## config.mk

```make
export PLATFORM = sky130hd
export DESIGN_NAME = block_rms_level_smoother_core_flat
export DESIGN_NICKNAME = d
export VERILOG_FILES = /design/src/rtl/core/rms_lvl_pkg.sv /design/src/rtl/core/rms_lvl_if.sv /design/src/rtl/core/block_rms_level_smoother_core.sv /design/src/rtl/core/rms_lvl_front.sv /design/src/rtl/core/rms_lvl_fifo.sv /design/src/rtl/core/rms_lvl_back.sv /design/src/flat_wrapper.sv
export SDC_FILE = /design/constraint.sdc
export NUM_CORES = 2
export LEC_CHECK = 0
export BUFFER_PORTS_ARGS = -buffer_cell sky130_fd_sc_hd__buf_2
export CELL_PAD_IN_SITES_DETAIL_PLACEMENT = 1
export CELL_PAD_IN_SITES_GLOBAL_PLACEMENT = 1
export CORE_AREA = 2 2 392 200
export CTS_BUF_LIST = sky130_fd_sc_hd__clkbuf_4 sky130_fd_sc_hd__clkbuf_8
export CTS_CLUSTER_DIAMETER = 40
export DETAILED_ROUTE_END_ITERATION = 12
export DIE_AREA = 0 0 394 202
export GPL_TIMING_DRIVEN = 1
export PLACE_DENSITY = 0.87
export SLEW_MARGIN = 20
export SYNTH_ARGS = -nofsm -noshare
export SYNTH_HDL_FRONTEND = slang
export SYNTH_HIERARCHICAL = 1
export SYNTH_SLANG_ARGS = --single-unit
```

## constraint.sdc

```tcl
create_clock -name clk -period 8.47 [get_ports clk]
set_clock_uncertainty 0.1 [all_clocks]
set_input_delay 1.694 -clock clk [delete_from_list [all_inputs] [get_ports clk]]
set_output_delay 1.694 -clock clk [all_outputs]
set_load 0.01 [all_outputs]
```

## src/rtl/core/rms_lvl_pkg.sv

```systemverilog
// Shared types and fixed constants for the RMS level smoother.
package rms_lvl_pkg;

  localparam int SAMPLE_W = 16;
  localparam int SQ_W     = 31;  // largest square is 32768*32768 = 2^30
  localparam int QUO_W    = 28;  // sum / (8n) never exceeds 2^27
  localparam int LVL_W    = 14;  // floor root of a QUO_W-bit value
  localparam int TALLY_W  = 16;
  localparam int SMOOTH_W = 16;
  localparam int QDEPTH   = 4;   // finished-buffer queue entries
  localparam int QCNT_W   = 3;   // holds 0..QDEPTH plus in-flight lasts

  localparam logic [15:0] COEF_OLD = 16'd60948;  // 0.93 * 2^16
  localparam logic [15:0] COEF_NEW = 16'd4588;   // 0.07 * 2^16

  typedef struct packed {
    logic signed [SAMPLE_W-1:0] left_sample;
    logic                       last_sample;
  } in_item_t;

  typedef struct packed {
    logic [LVL_W-1:0]   block_level;
    logic [LVL_W-1:0]   smoothed_level;
    logic [TALLY_W-1:0] buffers_done;
    logic               overflowed;
  } out_item_t;

endpackage

```

## src/rtl/core/rms_lvl_if.sv

```systemverilog
// Valid/ready channel interfaces for sample input and level results.
interface rms_lvl_in_if
  import rms_lvl_pkg::*;
();
  logic     valid;
  logic     ready;
  in_item_t data;

  modport source (output valid, output data, input ready);
  modport sink   (input valid, input data, output ready);
endinterface

interface rms_lvl_out_if
  import rms_lvl_pkg::*;
();
  logic      valid;
  logic      ready;
  out_item_t data;

  modport source (output valid, output data, input ready);
  modport sink   (input valid, input data, output ready);
endinterface

```

## src/rtl/core/block_rms_level_smoother_core.sv

```systemverilog
// Top level of the block RMS level meter with exponential smoothing.
// Throughput: one sample per cycle while in_chan.ready is high; ready drops while the
//   finished-buffer queue is spoken for, as the bit-serial back end takes one buffer at a time.
// Path: a last sample passes the front pipe and the queue, then the back end divides, roots and smooths.
// Reset: synchronous, active low; clears sums, counts, smoothed level and tally.
module block_rms_level_smoother_core
  import rms_lvl_pkg::*;
#(
  parameter int MAX_BUFFER = 1024
) (
  input  logic         clk,
  input  logic         rst_n,
  rms_lvl_in_if.sink   in_chan,
  rms_lvl_out_if.source out_chan
);

  // count must hold MAX_BUFFER itself; each square is at most 2^30
  localparam int CNT_W = $clog2(MAX_BUFFER + 1);
  localparam int SUM_W = 30 + CNT_W;
  localparam int ENT_W = SUM_W + CNT_W + 1;

  logic              in_acc;
  logic              push, pop, q_valid;
  logic [ENT_W-1:0]  push_data, pop_data;
  logic [QCNT_W-1:0] q_count;
  logic [1:0]        lasts_in_flight;

  // Hold input back only when every queue slot is spoken for by a
  // finished buffer, queued or still moving through the front pipe.
  assign in_chan.ready = (q_count + QCNT_W'(lasts_in_flight)) < QCNT_W'(QDEPTH);
  assign in_acc        = in_chan.valid & in_chan.ready;

  // front: take each sample transaction, square it and add it up
  rms_lvl_front #(
    .MAX_BUFFER (MAX_BUFFER),
    .CNT_W      (CNT_W),
    .SUM_W      (SUM_W)
  ) u_front (
    .clk             (clk),
    .rst_n           (rst_n),
    .accept          (in_acc),
    .sample          (in_chan.data.left_sample),
    .last            (in_chan.data.last_sample),
    .push            (push),
    .push_data       (push_data),
    .lasts_in_flight (lasts_in_flight)
  );

  // queue: decouple accumulation from the slow per-buffer math
  rms_lvl_fifo #(
    .W (ENT_W)
  ) u_fifo (
    .clk       (clk),
    .rst_n     (rst_n),
    .push      (push),
    .push_data (push_data),
    .pop       (pop),
    .pop_data  (pop_data),
    .not_empty (q_valid),
    .count     (q_count)
  );

  // back: divide by 8n, floor root, smooth and present the result
  rms_lvl_back #(
    .CNT_W (CNT_W),
    .SUM_W (SUM_W)
  ) u_back (
    .clk       (clk),
    .rst_n     (rst_n),
    .q_valid   (q_valid),
    .q_data    (pop_data),
    .q_pop     (pop),
    .out_valid (out_chan.valid),
    .out_ready (out_chan.ready),
    .out_data  (out_chan.data)
  );

endmodule

```

## src/rtl/core/rms_lvl_front.sv

```systemverilog
// Front end: magnitude, square and accumulate one sample per cycle.
module rms_lvl_front
  import rms_lvl_pkg::*;
#(
  parameter int MAX_BUFFER = 1024,
  parameter int CNT_W      = 11,
  parameter int SUM_W      = 41
) (
  input  logic                       clk,
  input  logic                       rst_n,
  input  logic                       accept,
  input  logic signed [SAMPLE_W-1:0] sample,
  input  logic                       last,
  output logic                       push,
  output logic [SUM_W+CNT_W:0]       push_data,
  output logic [1:0]                 lasts_in_flight
);

  localparam logic [CNT_W-1:0] MAX_CNT = CNT_W'(MAX_BUFFER);

  // buffer position, tracked at acceptance
  logic [CNT_W-1:0] cnt_r, cnt_nxt;
  logic             ovf_r, ovf_nxt;
  logic             counted;
  logic [CNT_W-1:0] n_after;
  logic             ovf_after;
  logic [SAMPLE_W-1:0] s_u, mag;

  // stage 1: magnitude
  logic                s1_v_r, s1_last_r, s1_ovf_r;
  logic [SAMPLE_W-1:0] s1_mag_r;
  logic [CNT_W-1:0]    s1_n_r;

  // stage 2: square
  logic                s2_v_r, s2_last_r, s2_ovf_r;
  logic [SQ_W-1:0]     s2_sq_r;
  logic [CNT_W-1:0]    s2_n_r;
  logic [2*SAMPLE_W-1:0] sq_full;

  // stage 3: accumulate
  logic [SUM_W-1:0] sum_r, sum_sel;

  assign counted   = (cnt_r < MAX_CNT);
  assign n_after   = counted ? cnt_r + CNT_W'(1) : cnt_r;
  assign ovf_after = ovf_r | ~counted;
  assign s_u       = sample;
  assign mag       = s_u[SAMPLE_W-1] ? (~s_u + SAMPLE_W'(1)) : s_u;

  always_comb begin
    cnt_nxt = cnt_r;
    ovf_nxt = ovf_r;
    if (accept) begin
      cnt_nxt = last ? '0 : n_after;
      ovf_nxt = last ? 1'b0 : ovf_after;
    end
  end

  assign sq_full = s1_mag_r * s1_mag_r;
  assign sum_sel = sum_r + SUM_W'(s2_sq_r);

  always_ff @(posedge clk) begin
    if (!rst_n) begin
      cnt_r  <= '0;
      ovf_r  <= 1'b0;
      s1_v_r <= 1'b0;
      s2_v_r <= 1'b0;
      sum_r  <= '0;
    end else begin
      cnt_r  <= cnt_nxt;
      ovf_r  <= ovf_nxt;
      s1_v_r <= accept;
      s2_v_r <= s1_v_r;
      if (s2_v_r) begin
        sum_r <= s2_last_r ? '0 : sum_sel;
      end
    end
  end

  // payload stages need no reset
  always_ff @(posedge clk) begin
    s1_mag_r  <= counted ? mag : '0;
    s1_last_r <= last;
    s1_n_r    <= n_after;
    s1_ovf_r  <= ovf_after;
    s2_sq_r   <= sq_full[SQ_W-1:0];
    s2_last_r <= s1_last_r;
    s2_n_r    <= s1_n_r;
    s2_ovf_r  <= s1_ovf_r;
  end

  assign push      = s2_v_r & s2_last_r;
  assign push_data = {s2_ovf_r, s2_n_r, sum_sel};
  assign lasts_in_flight = {1'b0, s1_v_r & s1_last_r} + {1'b0, s2_v_r & s2_last_r};

endmodule

```

## src/rtl/core/rms_lvl_fifo.sv

```systemverilog
// Short queue of finished-buffer totals between front and back.
module rms_lvl_fifo
  import rms_lvl_pkg::*;
#(
  parameter int W = 53
) (
  input  logic              clk,
  input  logic              rst_n,
  input  logic              push,
  input  logic [W-1:0]      push_data,
  input  logic              pop,
  output logic [W-1:0]      pop_data,
  output logic              not_empty,
  output logic [QCNT_W-1:0] count
);

  localparam int PTR_W = $clog2(QDEPTH);

  logic [W-1:0]      mem_r [QDEPTH];
  logic [PTR_W-1:0]  wp_r, rp_r;
  logic [QCNT_W-1:0] cnt_r;

  always_ff @(posedge clk) begin
    if (!rst_n) begin
      wp_r  <= '0;
      rp_r  <= '0;
      cnt_r <= '0;
    end else begin
      if (push) begin
        wp_r <= wp_r + PTR_W'(1);
      end
      if (pop) begin
        rp_r <= rp_r + PTR_W'(1);
      end
      cnt_r <= cnt_r + QCNT_W'(push) - QCNT_W'(pop);
    end
  end

  always_ff @(posedge clk) begin
    if (push) begin
      mem_r[wp_r] <= push_data;
    end
  end

  assign pop_data  = mem_r[rp_r];
  assign not_empty = (cnt_r != '0);
  assign count     = cnt_r;

endmodule

```

## src/rtl/core/rms_lvl_back.sv

```systemverilog
// Back end: divide, floor root, smoothing and result register.
module rms_lvl_back
  import rms_lvl_pkg::*;
#(
  parameter int CNT_W = 11,
  parameter int SUM_W = 41
) (
  input  logic                 clk,
  input  logic                 rst_n,
  input  logic                 q_valid,
  input  logic [SUM_W+CNT_W:0] q_data,
  output logic                 q_pop,
  output logic                 out_valid,
  input  logic                 out_ready,
  output out_item_t            out_data
);

  localparam int STEP_W = $clog2(SUM_W + 1);
  localparam int DVS_W  = CNT_W + 3;

  localparam logic [2:0] ST_IDLE = 3'd0;
  localparam logic [2:0] ST_DIV  = 3'd1;
  localparam logic [2:0] ST_ROOT = 3'd2;
  localparam logic [2:0] ST_MULO = 3'd3;
  localparam logic [2:0] ST_MULN = 3'd4;
  localparam logic [2:0] ST_DONE = 3'd5;

  logic [2:0]          state_r;
  logic [STEP_W-1:0]   step_r;
  logic [SUM_W-1:0]    dvd_r;
  logic [DVS_W-1:0]    dvs_r, rem_r;
  logic [QUO_W-1:0]    quo_r;
  logic [LVL_W-1:0]    root_r;
  logic [LVL_W+2:0]    rrem_r;
  logic                ovf_r;
  logic [31:0]         prod_old_r, prod_new_r;
  logic [SMOOTH_W-1:0] smooth_r, smooth_nxt;
  logic [TALLY_W-1:0]  tally_r;
  logic                out_valid_r;
  out_item_t           out_data_r;

  logic [SUM_W-1:0] q_sum;
  logic [CNT_W-1:0] q_n;
  logic             q_ovf;
  logic [DVS_W:0]   rem_sh, rem_sub;
  logic             div_ge;
  logic [LVL_W+4:0] rsh, rsub;
  logic [LVL_W+1:0] trial;
  logic             root_ge;
  logic [32:0]      mix;
  logic             load_out;

  assign q_sum = q_data[SUM_W-1:0];
  assign q_n   = q_data[SUM_W+CNT_W-1:SUM_W];
  assign q_ovf = q_data[SUM_W+CNT_W];
  assign q_pop = (state_r == ST_IDLE) & q_valid;

  // one quotient bit per cycle
  assign rem_sh  = {rem_r, dvd_r[SUM_W-1]};
  assign div_ge  = (rem_sh >= {1'b0, dvs_r});
  assign rem_sub = rem_sh - {1'b0, dvs_r};

  // one root bit per cycle
  assign rsh     = {rrem_r, quo_r[QUO_W-1:QUO_W-2]};
  assign trial   = {root_r, 2'b01};
  assign root_ge = (rsh >= (LVL_W+5)'(trial));
  assign rsub    = rsh - (LVL_W+5)'(trial);

  assign mix        = {1'b0, prod_old_r} + {1'b0, prod_new_r};
  assign smooth_nxt = mix[31:16];
  assign load_out   = (state_r == ST_DONE) & (~out_valid_r | out_ready);

  always_ff @(posedge clk) begin
    if (!rst_n) begin
      state_r     <= ST_IDLE;
      step_r      <= '0;
      smooth_r    <= '0;
      tally_r     <= '0;
      out_valid_r <= 1'b0;
    end else begin
      if (load_out) begin
        out_valid_r <= 1'b1;
      end else if (out_ready) begin
        out_valid_r <= 1'b0;
      end
      case (state_r)
        ST_IDLE: begin
          if (q_valid) begin
            step_r  <= STEP_W'(SUM_W);
            state_r <= (q_n == '0) ? ST_MULO : ST_DIV;
          end
        end
        ST_DIV: begin
          step_r <= step_r - STEP_W'(1);
          if (step_r == STEP_W'(1)) begin
            step_r  <= STEP_W'(LVL_W);
            state_r <= ST_ROOT;
          end
        end
        ST_ROOT: begin
          step_r <= step_r - STEP_W'(1);
          if (step_r == STEP_W'(1)) begin
            state_r <= ST_MULO;
          end
        end
        ST_MULO: state_r <= ST_MULN;
        ST_MULN: state_r <= ST_DONE;
        ST_DONE: begin
          if (load_out) begin
            smooth_r <= smooth_nxt;
            tally_r  <= tally_r + TALLY_W'(1);
            state_r  <= ST_IDLE;
          end
        end
        default: state_r <= ST_IDLE;
      endcase
    end
  end

  // datapath registers
  always_ff @(posedge clk) begin
    case (state_r)
      ST_IDLE: begin
        dvd_r  <= q_sum;
        dvs_r  <= {q_n, 3'b000};
        rem_r  <= '0;
        quo_r  <= '0;
        root_r <= '0;
        rrem_r <= '0;
        ovf_r  <= q_ovf;
      end
      ST_DIV: begin
        rem_r <= div_ge ? rem_sub[DVS_W-1:0] : rem_sh[DVS_W-1:0];
        quo_r <= {quo_r[QUO_W-2:0], div_ge};
        dvd_r <= {dvd_r[SUM_W-2:0], 1'b0};
      end
      ST_ROOT: begin
        rrem_r <= root_ge ? rsub[LVL_W+2:0] : rsh[LVL_W+2:0];
        root_r <= {root_r[LVL_W-2:0], root_ge};
        quo_r  <= {quo_r[QUO_W-3:0], 2'b00};
      end
      ST_MULO: prod_old_r <= COEF_OLD * smooth_r;
      ST_MULN: prod_new_r <= COEF_NEW * {2'b00, root_r};
      default: ;
    endcase
    if (load_out) begin
      out_data_r.block_level    <= root_r;
      out_data_r.smoothed_level <= smooth_nxt[LVL_W-1:0];
      out_data_r.buffers_done   <= tally_r + TALLY_W'(1);
      out_data_r.overflowed     <= ovf_r;
    end
  end

  assign out_valid = out_valid_r;
  assign out_data  = out_data_r;

endmodule
```

## src/flat_wrapper.sv

```systemverilog
// flat-port wrapper written by rule: the top's interface ports become plain ports
module block_rms_level_smoother_core_flat import rms_lvl_pkg::*;
#(
  parameter int MAX_BUFFER = 1024
)
  (clk, rst_n, in_chan_valid, in_chan_data, in_chan_ready, out_chan_valid, out_chan_data, out_chan_ready);
  rms_lvl_in_if in_chan_i ();
  rms_lvl_out_if out_chan_i ();
  input  logic clk;
  input  logic rst_n;
  input wire logic [$bits(in_chan_i.valid)-1:0] in_chan_valid;
  input wire logic [$bits(in_chan_i.data)-1:0] in_chan_data;
  output wire logic [$bits(in_chan_i.ready)-1:0] in_chan_ready;
  output wire logic [$bits(out_chan_i.valid)-1:0] out_chan_valid;
  output wire logic [$bits(out_chan_i.data)-1:0] out_chan_data;
  input wire logic [$bits(out_chan_i.ready)-1:0] out_chan_ready;
  assign in_chan_i.valid = in_chan_valid;
  assign in_chan_i.data = in_chan_data;
  assign in_chan_ready = in_chan_i.ready;
  assign out_chan_valid = out_chan_i.valid;
  assign out_chan_data = out_chan_i.data;
  assign out_chan_i.ready = out_chan_ready;
  block_rms_level_smoother_core #(.MAX_BUFFER(MAX_BUFFER)) u_core (.clk(clk), .rst_n(rst_n), .in_chan(in_chan_i), .out_chan(out_chan_i));
endmodule
```

==> flow_summary.toml <==
[outcome]
outcome = "complete, no violations"

[routing]
drt-pass1-iter-count = 6
dr_total_vias = 28200
avgRoutedWirePerCell_um = 23.2
ant_nets = 0
drt-total-wl_mm = 112
drt_iter0_markers = 2119
drc = 0
via_per_inst = 5.87

[floorplanning]
io_pins = 68
die_y_um = 202
num_rows = 72
dieArea_um2 = 79600
die_w_um = 394
coreArea_um2 = 76300
start_util_pct = 53.5

[grt]
grtUsageMet3_pct = 4.99
grt_pass1_wl_mm = 179
antenna_found_initial = 0
grtUsageTotal_pct = 28.6
grt_max_degree = 63
met2_usage_pct = 46.5
grt_overflow_total = 0
grt_pass1_vias = 31400
busiest_layer = "met2"
use_met1_pct = 39.8

[clock_tree]
root_buffer = "clkbuf_8"
cts_made_buffers = 91
cts_setup_buffers = 0
h-tree-depth = 3
ctsHoldBuffers = 0
cts_buffer_depth = 3
insertion_delay_ns = 0.78
clk_pin_slew_worst_paths_ns = 0.07
cts_resized = 0
cts_tree = "yes"
cts.sinks = 616

[final_layout]
fillers = 8050
register_area_um2 = 16700
multi_input_area_um2 = 21700
final_area_um2 = 44200
synthToLayoutAreaGrowth_pct = 8.17
fin_nets = 4379
stdcell_count = 4810
drive_gt1_share_pct = 10.1

[yosys]
synth_seq_cells = 616
yosys_warnings = 6
synth_top_family_by_area = "adder cells"
synth_xor_area_share_pct = 4.20
synth_fa_ha_area_share_pct = 25.7
synth.mux.area_fraction_pct = 3.45
synth_compound_area_share_pct = 9.33
syn_inst = 3611
synthArstFlopShare_pct = 0
synth_edf_count = 438
synth_nets = 4297
yosys_most_used_dff = "edfxtp_1"
netlist.area_leader.share_pct = 32.2
synthSimpleGateAreaFrac_pct = 10.5
yosysTopAreaCell = "edfxtp_1"
synthDistinctLibCells = 96
yosysSeqAreaShare_pct = 40.9
mappedNetlistArea_um2 = 40900
synth_area_leaders = "edfxtp_1 32%, fa_1 14%, ha_1 12%, dfxtp_1 8.7%, inv_1 4.7%"
syn_avg_cell_area_um2 = 11.3

[critical_path]
ff2ff_path_depth = 21
crit_type = "reg2reg"
critPathLaunchType = "register"
critPathArrivalTime_ns = 7.53
cp.required_ns = 9.03
endpoint_kind = "register"
critical_path.max_fanout = 13

[sta]
holdWs_ns = 0.228
hold_viol_final = 0
worst_pin_slew_ns = 1.07
fin_crit_sh_pct = 82.3
period_minus_slack_ns = 6.97
drv_slew = 0
setup-violations-final = 0
maxSlewHeadroom_pct = 28.9
fmax_ghz = 0.143
fin_setup_tns_ns = 0
rsz0062_at_grt = "no"

[run]
max_cap_violations = 0

[place]
hpwlAfterDp_mm = 81.1
globalplace.congestion = 0.873
io_buffers = 67
dp.cells = 4636
place_area_um2 = 42200

[hold_path]
hold_path.class = "reg2reg"
min_path_cells = 0
-- layout by cell type, fill, tap and decap left out, types with 37 or more instances in the layout --
master,n
xor2_1,70
clkbuf_4,37
edfxtp_1,438
nor2_1,177
mux4_2,50
xnor2_1,123
clkbuf_8,98
fa_1,288
a21oi_1,158
o21ai_0,72
and2_1,75
a21o_1,54
nand2_1,326
nand3_1,65
ha_1,377
buf_2,67
inv_1,513
dfxtp_1,176
-- kinds of logic (layout without fill, tap and decap cells) --
logic type / after synthesis / in the layout
AOI/OAI and AO/OA: 560 / 560
and+or+nand+nor: 885 / 885
DFF: 616 / 616
other: 0 / 2
xor gates and xnor gates: 194 / 194
muxes: 73 / 73
adders and majority gates: 665 / 665
buffers and inverters: 618 / 779
-- registers in the layout, indices dropped and copies added, names as in the netlist, 17 cells and up, named ones only --
register	count
u_core/u_fifo/mem_r	212
u_core/u_back/out_data	45
u_core/u_back/dvd_r	41
u_core/u_front/sum_r	41
u_core/u_back/prod_old_r	30
u_core/u_front/s2_sq_r	30
u_core/u_back/quo_r	28
u_core/u_back/prod_new_r	25
u_core/u_back/rrem_r	17
-- synthesized netlist by cell type (all sizes together) (9+ instances only) --
library cell / number
fa: 288
nand2: 327
edfxtp: 438
nor2b: 30
a21oi: 161
a22oi: 22
clkbuf: 80
o21a: 14
or2: 14
ha: 377
xor2: 70
and2: 81
nand2b: 21
nand4: 23
a211oi: 22
nand3: 65
o31ai: 11
xnor2: 123
a21boi: 20
nor4: 13
and3: 37
o21bai: 24
o21ai: 88
mux4: 53
a311o: 9
a31oi: 25
nor3: 36
mux2i: 17
buf: 23
a211o: 11
dfxtp: 178
or3: 25
a31o: 9
inv: 515
a22o: 29
o211ai: 13
nor2: 180
a21o: 54
-- final cells by class --
type | count | area share (%)
multi-input cells | 2377 | 49.2
flip-flops and latches | 616 | 37.8
inverters | 515 | 4.37
clock buffers | 135 | 3.68
well taps | 1036 | 2.93
repair buffers | 92 | 1.18
clock inverters | 37 | 0.804
diodes | 2 | 0.0113
-- layer usage --
layer / up-vias / wire length, um
li1: 12600 / -
met3: 173 / 6580
met4: 0 / 2370
met5: - / 0
met2: 885 / 52400
met1: 14600 / 50300
-- final timing paths --
check | start | to | slack [ns]
worst min-delay path | u_core/u_front/s1_n_r[2]$_DFF_P_ | u_core/u_front/s2_n_r[2]$_DFF_P_ | 0.23
worst min register to register | u_core/u_front/s1_n_r[2]$_DFF_P_ | u_core/u_front/s2_n_r[2]$_DFF_P_ | 0.23
worst max-delay path | u_core/u_front/s1_mag_r[3]$_SDFF_PP0_ | u_core/u_front/s2_sq_r[30]$_DFF_P_ | 1.50
worst max register to register | u_core/u_front/s1_mag_r[3]$_SDFF_PP0_ | u_core/u_front/s2_sq_r[30]$_DFF_P_ | 1.50
-- stage by stage --
stage / util (%) / worst slack (ns)
after floorplan: - / 2.49
after global placement: 55.3 / 2.04
after detailed placement: 55.3 / 1.71
after CTS: 57.9 / 1.61
after global routing: 57.9 / 1.28
final: 57.9 / 1.50
-- worst max-delay path, stage by stage, from the launching register on --
cell	delay [ns]
dfxtp_1	0.66
inv_1	0.36
nor2_1	0.28
ha_1	0.30
xor2_1	0.19
fa_1	0.55
inv_1	0.05
fa_1	0.49
fa_1	0.52
fa_1	0.50
inv_1	0.05
fa_1	0.48
inv_1	0.05
ha_1	0.36
a21oi_1	0.09
o21ai_0	0.36
o21ai_0	0.18
a21oi_1	0.40
o31ai_2	0.21
o21ai_1	0.20
mux2_2	0.37
o311ai_1	0.09
Power is left out: the tool's default activity adds up to more than one toggle a clock period on the data nets, which glitch-free logic cannot reach.
